### src/rtl/rrts_pkg.sv
// Package for the round-robin thread slot scheduler: field layout,
// function codes and sequencer states. No dependencies.
package rrts_pkg;

   localparam int NumSlotsDefault = 4;

   // Request fields
   localparam int FuncW     = 2;
   localparam int StackW    = 16;
   localparam int QueryW    = 4;
   localparam int StackLsb  = 0;
   localparam int QueryLsb  = 16;
   localparam int ReqDataW  = 24;

   // Response fields
   localparam int RunW       = 3;
   localparam int NewW       = 3;
   localparam int RunLsb     = 0;
   localparam int RestoreLsb = 3;
   localparam int NewLsb     = 19;
   localparam int OkBit      = 22;
   localparam int StatusBit  = 23;
   localparam int RspDataW   = 24;

   typedef enum logic [FuncW-1:0] {
      FUNC_TICK   = 2'd0,
      FUNC_CREATE = 2'd1,
      FUNC_EXIT   = 2'd2,
      FUNC_QUERY  = 2'd3
   } func_type;

   typedef enum logic [2:0] {
      ST_IDLE,
      ST_SAVE,
      ST_SCAN,
      ST_FREE,
      ST_READ,
      ST_DONE
   } sched_state_type;

endpackage

### src/rtl/rrts_ram.sv
// Generic single-write, single-read RAM with registered read data.
// No dependencies.
module rrts_ram #(
   parameter int WIDTH = 16,
   parameter int DEPTH = 5
) (
   input  logic                     clock,
   input  logic                     wr_en,
   input  logic [$clog2(DEPTH)-1:0] wr_addr,
   input  logic [WIDTH-1:0]         wr_data,
   input  logic                     rd_en,
   input  logic [$clog2(DEPTH)-1:0] rd_addr,
   output logic [WIDTH-1:0]         rd_data
);

   logic [WIDTH-1:0] mem_ff [DEPTH];
   logic [WIDTH-1:0] rd_data_ff;

   always_ff @(posedge clock) begin
      if (wr_en) begin
         mem_ff[wr_addr] <= wr_data;
      end
      if (rd_en) begin
         rd_data_ff <= mem_ff[rd_addr];
      end
   end

   assign rd_data = rd_data_ff;

endmodule

### src/rtl/round_robin_thread_slot_scheduler_top.sv
// Top level of the round-robin thread slot scheduler: sequencer, active
// bits and the shared slot probe. Uses rrts_pkg and rrts_ram.
//
//  Channel | Dir | Handshake             | Payload
//  --------+-----+-----------------------+-----------------------------------
//  req     | in  | req_tvalid/req_tready | tuser: func; tdata: stack, query id
//  rsp     | out | rsp_tvalid/rsp_tready | tdata: run id, restore sp, new id,
//          |     |                       |        ok flag, status flag
//
// One transaction at a time. A single probe unit (compare against the last
// slot, active-bit lookup, increment) tests one thread id per cycle.
// Tick / exit: the save write, then a probe of each id above the running thread
// until a hit or the probe runs past the last slot, then the RAM's registered
// read. Create: probes slots from slot 1 until a free one or past the last
// slot. Query and exit from main go straight to the response. A stalled
// response holds in the output register; the sequencer waits in its last state
// until that register frees up. Reset clears the active bits and makes main the
// running thread; the stack RAM is not cleared (each entry is written before it is read).
module round_robin_thread_slot_scheduler_top
   import rrts_pkg::*;
#(
   parameter int NUM_SLOTS = NumSlotsDefault
) (
   input  logic                clock,
   input  logic                reset,

   input  logic                req_tvalid,
   output logic                req_tready,
   input  logic [ReqDataW-1:0] req_tdata,   // [15:0] stack_value, [19:16] query_thread
   input  logic [FuncW-1:0]    req_tuser,   // [1:0] func

   output logic                rsp_tvalid,
   input  logic                rsp_tready,
   output logic [RspDataW-1:0] rsp_tdata    // [2:0] running_thread, [18:3] restore_stack,
                                            // [21:19] new_thread, [22] done_ok,
                                            // [23] slot_status
);

   // Thread ids run 0 (main) .. NUM_SLOTS; the probe must also hold NUM_SLOTS+1.
   localparam int IdW     = $clog2(NUM_SLOTS + 1);
   localparam int ProbeW  = $clog2(NUM_SLOTS + 2);
   localparam int IdDepth = 2 ** IdW;
   localparam logic [ProbeW-1:0] LastProbe = ProbeW'(NUM_SLOTS);
   localparam logic [QueryW-1:0] LastQuery = QueryW'(NUM_SLOTS);

   sched_state_type       state_ff, state_in;
   logic [StackW-1:0]     sp_ff, sp_in;
   logic [IdW-1:0]        cur_ff, cur_in;
   logic [ProbeW-1:0]     probe_ff, probe_in;
   logic [NUM_SLOTS-1:0]  active_ff, active_in;      // bit i = thread i+1
   logic [StackW-1:0]     res_restore_ff, res_restore_in;
   logic [IdW-1:0]        res_new_ff, res_new_in;
   logic                  res_ok_ff, res_ok_in;
   logic                  res_status_ff, res_status_in;
   logic                  rsp_tvalid_ff, rsp_tvalid_in;
   logic [RspDataW-1:0]   rsp_tdata_ff, rsp_tdata_in;

   // Active bits by thread id; main and ids past the last slot read 0.
   logic [IdDepth-1:0]    act_by_id;
   logic [IdDepth-1:0]    cur_onehot;
   logic [IdDepth-1:0]    probe_onehot;

   // Shared probe unit
   logic                  probe_over;
   logic                  probe_hit;
   logic [IdW-1:0]        probe_id;

   // Query decode straight off the request
   logic [QueryW-1:0]     req_query;
   logic                  query_hit;

   // RAM port
   logic                  ram_wr_en;
   logic [IdW-1:0]        ram_wr_addr;
   logic                  ram_rd_en;
   logic [IdW-1:0]        ram_rd_addr;
   logic [StackW-1:0]     ram_rd_data;

   logic                  req_fire;
   logic                  rsp_free;

   assign act_by_id    = IdDepth'({active_ff, 1'b0});
   assign probe_id     = probe_ff[IdW-1:0];
   assign cur_onehot   = IdDepth'(1) << cur_ff;
   assign probe_onehot = IdDepth'(1) << probe_id;

   assign probe_over = probe_ff > LastProbe;
   assign probe_hit  = !probe_over && act_by_id[probe_id];

   assign req_query = req_tdata[QueryLsb +: QueryW];
   assign query_hit = (req_query == '0) ||
                      ((req_query <= LastQuery) && act_by_id[req_query[IdW-1:0]]);

   assign req_tready = (state_ff == ST_IDLE);
   assign req_fire   = req_tvalid && req_tready;
   assign rsp_free   = !rsp_tvalid_ff || rsp_tready;

   // Stack pointers: entry 0 is main, entry i is thread i.
   rrts_ram #(
      .WIDTH (StackW),
      .DEPTH (NUM_SLOTS + 1)
   ) u_stack_ram (
      .clock   (clock),
      .wr_en   (ram_wr_en),
      .wr_addr (ram_wr_addr),
      .wr_data (sp_ff),
      .rd_en   (ram_rd_en),
      .rd_addr (ram_rd_addr),
      .rd_data (ram_rd_data)
   );

   // Switch target: the hit slot, or main once the probe runs off the end.
   assign ram_rd_addr = probe_over ? '0 : probe_id;
   assign ram_rd_en   = (state_ff == ST_SCAN) && (probe_over || probe_hit);
   assign ram_wr_addr = (state_ff == ST_SAVE) ? cur_ff : probe_id;
   assign ram_wr_en   = (state_ff == ST_SAVE) ||
                        ((state_ff == ST_FREE) && !probe_over && !act_by_id[probe_id]);

   always_comb begin
      state_in       = state_ff;
      sp_in          = sp_ff;
      cur_in         = cur_ff;
      probe_in       = probe_ff;
      active_in      = active_ff;
      res_restore_in = res_restore_ff;
      res_new_in     = res_new_ff;
      res_ok_in      = res_ok_ff;
      res_status_in  = res_status_ff;
      rsp_tvalid_in  = rsp_tvalid_ff && !rsp_tready;
      rsp_tdata_in   = rsp_tdata_ff;

      unique case (state_ff)
         ST_IDLE: begin
            if (req_fire) begin
               sp_in          = req_tdata[StackLsb +: StackW];
               res_restore_in = '0;
               res_new_in     = '0;
               res_ok_in      = 1'b1;
               res_status_in  = 1'b0;
               probe_in       = ProbeW'(1);
               unique case (func_type'(req_tuser))
                  FUNC_TICK: begin
                     state_in = ST_SAVE;
                  end
                  FUNC_CREATE: begin
                     state_in = ST_FREE;
                  end
                  FUNC_EXIT: begin
                     if (cur_ff != '0) begin
                        active_in = active_ff & ~cur_onehot[NUM_SLOTS:1];
                        state_in  = ST_SAVE;
                     end else begin
                        state_in  = ST_DONE;
                     end
                  end
                  FUNC_QUERY: begin
                     res_status_in = query_hit;
                     state_in      = ST_DONE;
                  end
               endcase
            end
         end
         ST_SAVE: begin
            // RAM write of the running thread's sp happens this cycle
            probe_in = ProbeW'(cur_ff) + ProbeW'(1);
            state_in = ST_SCAN;
         end
         ST_SCAN: begin
            if (probe_over) begin
               cur_in   = '0;
               state_in = ST_READ;
            end else if (probe_hit) begin
               cur_in   = probe_id;
               state_in = ST_READ;
            end else begin
               probe_in = probe_ff + ProbeW'(1);
            end
         end
         ST_FREE: begin
            if (probe_over) begin
               res_ok_in = 1'b0;
               state_in  = ST_DONE;
            end else if (!act_by_id[probe_id]) begin
               active_in  = active_ff | probe_onehot[NUM_SLOTS:1];
               res_new_in = probe_id;
               state_in   = ST_DONE;
            end else begin
               probe_in = probe_ff + ProbeW'(1);
            end
         end
         ST_READ: begin
            res_restore_in = ram_rd_data;
            state_in       = ST_DONE;
         end
         ST_DONE: begin
            if (rsp_free) begin
               rsp_tvalid_in = 1'b1;
               rsp_tdata_in  = {res_status_ff, res_ok_ff, NewW'(res_new_ff),
                                res_restore_ff, RunW'(cur_ff)};
               state_in      = ST_IDLE;
            end
         end
         default: begin
            state_in = ST_IDLE;
         end
      endcase
   end

   always_ff @(posedge clock) begin
      if (reset) begin
         state_ff      <= ST_IDLE;
         cur_ff        <= '0;
         active_ff     <= '0;
         rsp_tvalid_ff <= 1'b0;
      end else begin
         state_ff      <= state_in;
         cur_ff        <= cur_in;
         active_ff     <= active_in;
         rsp_tvalid_ff <= rsp_tvalid_in;
      end
   end

   always_ff @(posedge clock) begin
      sp_ff          <= sp_in;
      probe_ff       <= probe_in;
      res_restore_ff <= res_restore_in;
      res_new_ff     <= res_new_in;
      res_ok_ff      <= res_ok_in;
      res_status_ff  <= res_status_in;
      rsp_tdata_ff   <= rsp_tdata_in;
   end

   assign rsp_tvalid = rsp_tvalid_ff;
   assign rsp_tdata  = rsp_tdata_ff;

endmodule

### config.mk
export PLATFORM = sky130hd
export DESIGN_NAME = round_robin_thread_slot_scheduler_top
export DESIGN_NICKNAME = d
export VERILOG_FILES = /design/src/rtl/rrts_pkg.sv /design/src/rtl/rrts_ram.sv /design/src/rtl/round_robin_thread_slot_scheduler_top.sv
export SDC_FILE = /design/constraint.sdc
export NUM_CORES = 1
export LEC_CHECK = 0
export ABC_AREA = 1
export BUFFER_PORTS_ARGS = -buffer_cell sky130_fd_sc_hd__buf_2
export CAP_MARGIN = 20
export CORE_ASPECT_RATIO = 1.5
export CORE_UTILIZATION = 40
export CTS_BUF_LIST = sky130_fd_sc_hd__clkbuf_16
export DETAILED_ROUTE_END_ITERATION = 10
export MAX_ROUTING_LAYER = met4
export PLACE_DENSITY_LB_ADDON = 0.05
export SETUP_SLACK_MARGIN = 0.5
export SYNTH_ARGS = -nofsm -noshare
export SYNTH_HDL_FRONTEND = slang
export SYNTH_SLANG_ARGS = --single-unit
export TNS_END_PERCENT = 30
### constraint.sdc
create_clock -name clock -period 2.9 [get_ports clock]
set_clock_uncertainty 0.05 [all_clocks]
set_input_delay 0.58 -clock clock [delete_from_list [all_inputs] [get_ports clock]]
set_output_delay 0.58 -clock clock [all_outputs]
set_load 0.005 [all_outputs]
* After elaboration in Yosys (flattened, before gate mapping)
Memory sizes are Yosys's and may differ from the RTL's. A register that Yosys moved wholly into a read port is not among the register bits. Cells that the tools add are included.
Word-level totals: bits of input ports 30, latch bits 0, RAM bits 80, register bits 75, memories kept 1, memory bits (read-only) 0, word-level logic and storage cells 117, output and inout port bits 26
Cells by class: equal/unequal tests 20, mux-type cells 42, multipliers 0, shift operators 2, reduce and logical (&&, ||, !) cells 32, divide/modulo/power cells 0, order comparisons 4, bitwise gates (word level) 3, add/subtract/negate cells 2
Memory list:
- u_stack_ram.mem_ff | words 5, bits a word 16, read ports 1, clocked after memory_dff 1, write ports 1, line rrts_ram.sv:16 | logic [WIDTH-1:0] mem_ff [DEPTH];
Operators with widths (count):
- two-way mux 3 bit | 19
- one-hot mux 16 bit (2 select lines) | 1
- one-hot mux 3 bit (4 select lines) | 2
- two-way mux 4 bit | 5
- one-hot mux 3 bit (6 select lines) | 1
- two-way mux 16 bit | 1
- != test 2 bit (second input constant) | 6
- AND reduction 6 bit | 2
- << shifter 1 x 3 -> 5 bit (first input constant) | 2
- less-than comparator 3 x 4 -> 1 bit (second input constant) | 2
- two-way mux 1 bit | 8
- != test 2 x 1 -> 1 bit (second input constant) | 4
- one-hot mux 4 bit (2 select lines) | 1
- AND reduction 2 bit | 4
- AND reduction 4 bit | 2
- logical AND 1 bit | 7
- adder 3 x 1 -> 3 bit (second input constant) | 2
- binary-select mux 1 bit (select 3 bit) | 2
- equality test 3 x 2 -> 1 bit (second input constant) | 2
- equality test 3 bit (second input constant) | 2
- != test 3 bit (second input constant) | 2
- one-hot mux 3 bit (2 select lines) | 1
- nonzero test 2 bit | 3
- AND 4 bit | 1
- other kinds (16) | 23

* Depth between registers and ports, before layout
Gate-level depths: netlist of run 1.
depth after elaboration 7, gate-level depth with buffers 10, depth with buffers taken out 10

* Hierarchy
From an unflattened synthesis of run 1, not the netlist that was laid out.
Unflattened totals: cells, all modules 610, area, all modules 6982.9 sq um
By module, submodules not included:
- rrts_ram | cells each 347, sequential area each 2882.8 sq um, instances 1, area each 3965.1 sq um
- round_robin_thread_slot_scheduler_top | cells each 263, sequential area each 2142.1 sq um, instances 1, area each 3017.9 sq um

* Worst setup path after synthesis of run 1
No wires, ideal clock.
kind register to register, start point register probe_ff[1], end point memory u_stack_ram.mem_ff[2][0], enable pin, setup time 0.388 ns, buffers on the path 0, clock period less this slack 2.292 ns, path slack 0.608 ns, arrival 1.854 ns, data required time 2.462 ns, stages on the path, launching flop included 8, path through edfxtp_1 -> nor2_1 -> nor2_1 -> nor2_2 -> nand3_2 -> nand2_1 -> nand3b_1 -> nor2_1
On the way: longest elaborated chain between the ends 7, elaborated cells between the ends (all ways) 11, those cells by class 1 x order compare; 5 x mux; 5 x reduce/logical
Ends and longest elaborated chain:
- start, declared | line round_robin_thread_slot_scheduler_top.sv:49 | logic [ProbeW-1:0] probe_ff, probe_in;
- start signal, assigned | line round_robin_thread_slot_scheduler_top.sv:225 | probe_ff <= probe_in;
- binary-select mux 1 bit (select 3 bit) or greater-than comparator 3 bit (tied branches) | line round_robin_thread_slot_scheduler_top.sv:117, round_robin_thread_slot_scheduler_top.sv:87
- two-way mux 1 bit (not written as such) or logical NOT 1 bit (tied branches) | line round_robin_thread_slot_scheduler_top.sv:117 | ((state_ff == ST_FREE) && !probe_over && !act_by_id[probe_id]);
- logical NOT 1 bit or logical AND 1 bit (tied branches)
- logical AND 1 bit | line round_robin_thread_slot_scheduler_top.sv:117
- logical OR 1 bit | line round_robin_thread_slot_scheduler_top.sv:116 | assign ram_wr_en = (state_ff == ST_SAVE) ||
- two-way mux 1 bit | line rrts_ram.sv:20 | if (wr_en) begin
- two-way mux 1 bit (not written as such) | line rrts_ram.sv:21 | mem_ff[wr_addr] <= wr_data;
- end, declared | line rrts_ram.sv:16
Parallel ways exist; a longest one is shown, timed or not. The select of a mux whose other input is x is not followed.

* Final worst setup path of run 1
start point register probe_ff[0], end point memory u_stack_ram.mem_ff[3][14], enable pin
Same word-level chain as after synthesis.

==> summary.md, run 1 <==
| Metric | Value |
|---|---|
| Status | finished clean |
| Hold path startpoint | req_tdata[1] |
| Worst Path Arrival | 2.26 ns |
| Area growth, synth to finish | 18.86% |
| Setup WS pre-CTS | 0.7200 ns |
| Max VDD drop | 0.4408 mV |
| Initial Util | 40.86% |
| Netlist cell types | 34 |
| Layout Cells excl Fill | 792 |
| DRC Markers | 0 |
| Die Y | 159.5 um |
| Largest net degree at the start of global routing | 34 |
| CTS clk-pin slew, worst paths | 0.07 ns |
| Post-synthesis cell area | between 6000 and 7000 um2 |
| Crit path required time | 2.97 ns |
| CP startpoint kind | register |
| First-pass GRT wire length | about 20000 um |
| Gp weighted congestion | 0.8435 |
| Port Buf Inserts | 51 |
| Row Count | 57 |
| Slew headroom | 62.10% |
| Inserted Clock Buffers | 17 |
| Initial antenna violation count | 0 |
| Worst hold margin | roughly 0.28 ns |
| Setup TNS Final | 0 ns |
| Crit. End Element | register |
| Fmax | around 0.46 GHz |
| RSZ-0062 raised after global routing | no |
| LEAKAGE | 2.932 nW |
| Hpwl dp | 8217 um |
| Fin crit share | between 70% and 80% |
| Ys async rst share | 0% |
| Yosys Warn Count | 0 |
| Die Wd | 107 um |
| FF-to-FF End | u_stack_ram.mem_ff[3][14] |
| Grt total ovfl | 0 |
| Core area | 16190 um2 |
| Clock sink count | 171 |
| Vias | ~3800 |
| Filler Cells Inserted | 1392 |
| Worst-margin pin slew | 0.5672 ns |
| Pre-Repair DR Iteration Count | 4 |
| Worst Path Max Fanout | 16 |
| Nets@finish | ~610 |
| Most common cell after layout, fill and taps aside | edfxtp_1 |
| Starting DRT DRC Count | 138 |
| Hold path depth | 1 |
| Die area | 17070 um2 |
| CTS tree | yes |
| Hold_buf cts | 0 |
| Root Buffer | clkbuf_16 |
| Synth Instances | 504 |
| Hold Crit Class | in -> reg |
| Worst r2r src | probe_ff[0] |
| Ys flop type | edfxtp_1 |
| Final ANT Viol Nets | 0 |
| Seq/Total Area, Yosys | between 70% and 80% |
| Worst hold endpoint | sp_ff[1] |
| WL/cell | 15.70 um |
| Max-cap violations | 0 |
| Overall Global Routing Usage | 16.51% |
| Clock Path Buffers | 2 |
| Routed Wire Length | 12430 um |
| Final core occ | 48.57% |
| Yosys reg bits | 171 |
| Cell Pwr Density | roughly 1000 nW/um2 |
| Via/cell ratio | 4.789 |
| Share of cells above drive strength 1 | 21.16% |
| Final setup violation count | 0 |
| Most frequent cells in the layout | edfxtp_1 (160), nor2_1 (119), buf_2 (51) |
| Tmin final | 2.190 ns |
| Worst-skew pair later-pin latency | 0.42 ns |
| Htree depth | 4 |
| Final hold violation count | 0 |
| # diodes | 0 |
| Crit Path Class | reg -> reg |
| Net Count, Synth | 535 |
| Post-CTS setup buffers | 0 |
| Max Transition Viols Final | 0 |
| Number of placed I/O pins | 56 |
| Setup slack after layout | 0.7096 ns |
| Vias in the first global route | 3748 |
| Number of flops mapped to enable cells by yosys | 160 |
| CTS resizes | 0 |
| Synthesized area per cell | 13.13 um2 |
| Placed cells | 761 |
| Depth of the most critical reg-to-reg path | 8 |
| FF-to-FF setup slack | a little over 0.7 ns |
==> report_power, final <==
group / internal, W / total, W / leakage, nW / switching [W]
registers: 0.00344 / 0.00371 / 1.56 / 0.000267
logic: 0.000584 / 0.00185 / 1.07 / 0.00127
clock network: 0.00139 / 0.00238 / 0.303 / 0.000988
==> worst max-delay path, stage by stage (launching register included) <==
cell and delay (ns):
edfxtp_1 0.60, nor2_1 0.24, nor2_1 0.09, nor2_2 0.14, nand3_2 0.12, nand2_1 0.12, nand3b_1 0.10, nor2_1 0.21
buf_12 0.20
==> registers in the layout (all words and copies together), names as in the netlist, 4 cells and up <==
signal / cells
u_stack_ram.mem_ff: 80
sp_ff: 16
rsp_tdata: 24
active_ff: 4
res_restore_ff: 16
u_stack_ram.rd_data: 16
==> cells by family after synthesis <==
logic type / count (synthesis) / share of synthesized area [%]
AO/OA/AOI/OAI: 81 / 6.866
XOR/XNOR: 1 / 0.1324
adder cells (fa/ha/maj): 1 / 0.1891
buffers and inverters: 64 / 4.067
flip-flops: 171 / 75.96
AND/OR/NAND/NOR: 186 / 12.79
==> cell usage after synthesis (5+ instances only) <==
library cell | number | area, um2
clkbuf_1 | 5 | 18.77
dfxtp_1 | 11 | 220.2
nand4_1 | 8 | 50.05
buf_2 | 5 | 25.02
nand3_1 | 13 | 65.06
a21oi_1 | 9 | 45.04
a31oi_1 | 18 | 112.6
inv_2 | 8 | 30.03
nor2_1 | 119 | 446.7
nand2_1 | 27 | 101.4
inv_1 | 41 | 153.9
o21ai_0 | 45 | 225.2
edfxtp_1 | 160 | 4805
==> layout make-up <==
cell class                      count  area (um2)  area share [%]
Sequential cell                   171        5025           63.91
Multi-Input combinational cell    269        1325           16.85
Timing Repair Buffer               66       442.9           5.633
Clock buffer                       17       425.4           5.411
Tap cell                          206       257.7           3.278
Clock inverter                     14       202.7           2.578
Inverter                           49       183.9           2.339
==> how the worst max path moves through the flow <==
| stage | start | depth (start not counted) | endpoint |
|---|---|---|---|
| after floorplan | probe_ff[1] | 7 | u_stack_ram.mem_ff[2][0] |
| after global placement | probe_ff[0] | 8 | u_stack_ram.mem_ff[3][7] |
| after detailed placement | probe_ff[0] | 8 | u_stack_ram.mem_ff[3][11] |
| after CTS | probe_ff[0] | 8 | u_stack_ram.mem_ff[3][14] |
| after global routing | probe_ff[0] | 8 | u_stack_ram.mem_ff[3][14] |
| final | probe_ff[0] | 8 | u_stack_ram.mem_ff[3][14] |
==> per-stage QoR <==
| stage | cell area [um2] | power, W |
|---|---|---|
| floorplan | 6615 | 0.004930 |
| global placement | 7234 | 0.005634 |
| detailed placement | 7234 | 0.005672 |
| CTS | 7863 | 0.008045 |
| global route | 7863 | 0.008394 |
| finish | 7863 | 0.007938 |
==> metal layers <==
metal,GRT usage [%],up-vias,share of wire [%]
li1,-,1916,-
met1,19.45,1789,43
met2,28.12,75,53
met3,3.070,13,2.7
met4,5.604,0,1.1
met5,-,-,0
(Power assumes the default switching activity.)
==> inputs of run 2 (changes only) <==
ABC_AREA = 0   (was 1)
clock period = 1.8 ns   (was 2.9 ns; I/O delays follow)
==> run 2 against run 1 <==
Largest power group unchanged; routed wire length shrank 1.7%; non-clock buffer count up 47; sequential cell count is the same; total power is 28% higher; die area is 1.1% lower; sequential power is 34% higher; cell count is 6.6% lower; the run now ends with setup timing left.
==> summary.md, run 2 <==
| Metric | Value |
|---|---|
| RSZ-0062 raised after global routing | yes |
| Setup slack after layout | -0.3849 ns (-1.094 ns) |
| Seq/Total Area, Yosys | 76.83% (+0.87 points) |
| Met1 Use GR | 17.91% (-1.5 points) |
| Setup TNS Final | -34.33 ns (-34.33 ns) |
| FF-to-FF setup slack | -0.38 ns (-1.09 ns) |
| Initial Util | 41.30% (+0.44 points) |
| Hold Crit Class | in -> reg |
| Net Count, Synth | 450 (-16%) |
| Met3 usage | 3.602% (+0.53 points) |
| Crit path required time | 1.88 ns (-1.09 ns) |
| Worst r2r src | probe_ff[0] |
| Via/cell ratio | 5.047 (+5.4%) |
| Power Total | 0.01014 W (+28%) |
| Initial antenna violation count | 0 (unchanged) |
| Die Wd | 106.4 um (-0.56%) |
| Root Buffer | clkbuf_16 |
| Status | finished with violations |
| Max FFs per register | 80 (unchanged) |
| Hold path startpoint | req_tdata[7] |
| Clock sink count | 171 (unchanged) |
| Most frequent cells in the layout | edfxtp_1 (160), buf_2 (50), buf_4 (39) |
| Inserted Clock Buffers | 17 (unchanged) |
| Starting DRT DRC Count | 98 (-29%) |
| Vias | 3735 (-1.5%) |
| Slew headroom | 53.55% (-8.5 points) |
| CTS tree | yes |
| Final ANT Viol Nets | 0 (unchanged) |
| Post-synth top cells | edfxtp_1 (160), nor2_1 (40), o21ai_0 (23), clkbuf_1 (20), a31oi_1 (19) |
| Pre-Repair DR Iteration Count | 4 (unchanged) |
| Hold_buf cts | 0 (unchanged) |
| Share of cells above drive strength 1 | 35.20% (+14 points) |
| Final hold violation count | 0 (unchanged) |
| Most area-consuming cells after synthesis | edfxtp_1 (73%), dfxtp_1 (3.4%), mux2i_1 (2.8%), nor2_1 (2.3%), a22oi_1 (2.0%) |
| Depth of the most critical reg-to-reg path | 6 (-2) |
| Hold path depth | 1 (unchanged) |
| CTS clk-pin slew, worst paths | 0.07 ns (about the same) |
| Nets@finish | 556 (-8.1%) |
| Core area | 15840 um2 (-2.2%) |
| Ys flop type | edfxtp_1 |
| Fmax | 0.4577 GHz (+0.25%) |
| Crit. End Element | register |
| Worst Path Arrival | 2.27 ns (about the same) |
| Netlist cell types | 47 (+38%) |
| Largest net degree at the start of global routing | 25 (-26%) |
| Overall Global Routing Usage | 16.29% (-0.22 points) |
| CP startpoint kind | register |
| WL/cell | 16.52 um (+5.2%) |
| Worst Path Max Fanout | 16 (unchanged) |
| Worst-skew pair later-pin latency | 0.42 ns (about the same) |
| Port Buf Inserts | 51 (unchanged) |
| Failing checks | setup timing |
| Busiest grt layer | met2 |
| Top reg by flops | u_stack_ram.mem_ff |
| Most common cell after layout, fill and taps aside | edfxtp_1 |
| Post-synthesis cell area | 6540 um2 (-1.1%) |
| Max Transition Viols Final | 0 (unchanged) |
| Fin crit share | 121.4% (+46 points) |
| Max VDD drop | 0.6513 mV (+48%) |
| FF-to-FF End | u_stack_ram.mem_ff[4][14] |
| Die Y | 158.6 um (-0.56%) |
| Synth Instances | 419 (-17%) |
| Max-cap violations | 0 (unchanged) |
| Area growth, synth to finish | 28.31% |
| Grt total ovfl | 0 (unchanged) |
| Count leader, synth | edfxtp_1 |
| Cell accounting for the most synthesized area | edfxtp_1 |
| Final setup violation count | 117 (+117) |
| First-pass GRT wire length | 19550 um (-3.9%) |
| Met2 Resource Use GR | 28.26% (+0.14 points) |
| Row Count | 56 (-1.8%) |
| Hpwl dp | 8404 um (+2.3%) |
| Die area | 16880 um2 (-1.1%) |
| Yosys Warn Count | 0 (unchanged) |
| Yosys reg bits | 171 (unchanged) |
| Routed Wire Length | 12220 um (-1.7%) |
| Htree depth | 4 (unchanged) |
| Vias in the first global route | 3692 (-1.5%) |
| Cell Pwr Density | 1208 nW/um2 (+20%) |
| Tmin final | 2.185 ns (-0.005532 ns) |
| Ys async rst share | 0% (unchanged) |
| Number of flops mapped to enable cells by yosys | 160 (unchanged) |
| Crit Path Class | reg -> reg |
| Share of the synthesized area in the top cell type | 73.46% (+0.83 points) |
| Worst hold endpoint | sp_ff[7] |
| LEAKAGE | 3.115 nW (+6.2%) |
| # diodes | 0 (unchanged) |
| DRC Markers | 0 (unchanged) |
| Synthesized area per cell | 15.61 um2 (+19%) |
| Clock Path Buffers | 2 (unchanged) |
| Worst-margin pin slew | 0.6895 ns (+0.1223 ns) |
| Number of placed I/O pins | 56 (unchanged) |
| Gp weighted congestion | 0.7588 (-10%) |
run 2: changes by cell type after synthesis, sizes merged, moves of 7 or more:
cell,change
inv,-41
nand2,-18
mux2i,+18
o21ai,-26
a22oi,+17
nand3,-10
clkbuf,+15
nor2b,+7
nand4,-8
and3,+17
nor2,-86
run 2: where the power goes:
group | internal [W] | leakage (nW) | switching [W]
Clock | 0.00204 | 0.286 | 0.00150
Sequential | 0.00481 | 1.56 | 0.000153
Combinational | 0.000738 | 1.27 | 0.000901
Total | 0.00759 | 3.12 | 0.00255
run 2: cell type report:
class / instances / area (um2)
Fill cell: 1347 / 7443
Inverter: 9 / 36.28
Timing Repair Buffer: 113 / 927.1
Clock inverter: 14 / 143.9
Multi-Input combinational cell: 213 / 1572
Clock buffer: 17 / 425.4
Sequential cell: 171 / 5034
Tap cell: 203 / 254.0
run 2: metal layers:
layer	wire, um	vias to the layer above
met2	6523	64
met3	390	21
met5	0	-
met1	5076	1826
met4	233	0
li1	-	1824
run 2: repair_timing:
action / CTS / global route
setup endpoints to repair: 231 / 234
setup buffers: 2 / 0
gates resized for setup: 37 / 22
pin swaps: 11 / 12
run 2: kinds of logic (layout without fill, tap and decap cells):
logic type / after synthesis / in the layout / share of synthesized area, %
simple gates: 105 / 105 / 8.169
compound gates: 84 / 84 / 9.069
buf+inv: 35 / 153 / 2.181
fa+ha+maj: 1 / 1 / 0.1913
xor+xnor: 3 / 3 / 0.4018
flops: 171 / 171 / 76.83
mux: 20 / 20 / 3.157
run 2: critical path, stage by stage, from the launching register on:
cell and delay (ns):
edfxtp_1 0.50, mux2_4 0.36, a2111oi_4 0.31, buf_4 0.18, a32oi_4 0.16, a21oi_4 0.17, buf_12 0.17
run 2: through the flow:
| step | utilization [%] | setup WS (ns) | hold slack, ns | instance area, um2 | instances |
|---|---|---|---|---|---|
| final | 52.99 | -0.3849 | 0.05524 | 8392 | 740 |
| after global routing | 52.99 | -0.4383 | 0.03538 | 8392 | 740 |
| after CTS | 52.49 | -0.4015 | 0.03420 | 8312 | 740 |
| after detailed placement | 47.95 | -0.4029 | 0.3545 | 7594 | 707 |
| after global placement | 47.95 | -0.3994 | 0.3506 | 7594 | 707 |
| after floorplan | - | -0.4331 | 0.3503 | 6605 | 419 |
run 2: how the worst max path moves through the flow:
stage | from | endpoint | slack (ns) | cells past startpoint
after global routing | probe_ff[0] | u_stack_ram.mem_ff[4][14] | -0.44 | 6
after global placement | probe_ff[0] | u_stack_ram.mem_ff[4][7] | -0.40 | 6
after CTS | probe_ff[0] | u_stack_ram.mem_ff[4][14] | -0.40 | 6
after floorplan | probe_ff[0] | u_stack_ram.mem_ff[4][0] | -0.43 | 5
final | probe_ff[0] | u_stack_ram.mem_ff[4][14] | -0.38 | 6
after detailed placement | probe_ff[0] | u_stack_ram.mem_ff[4][14] | -0.40 | 6
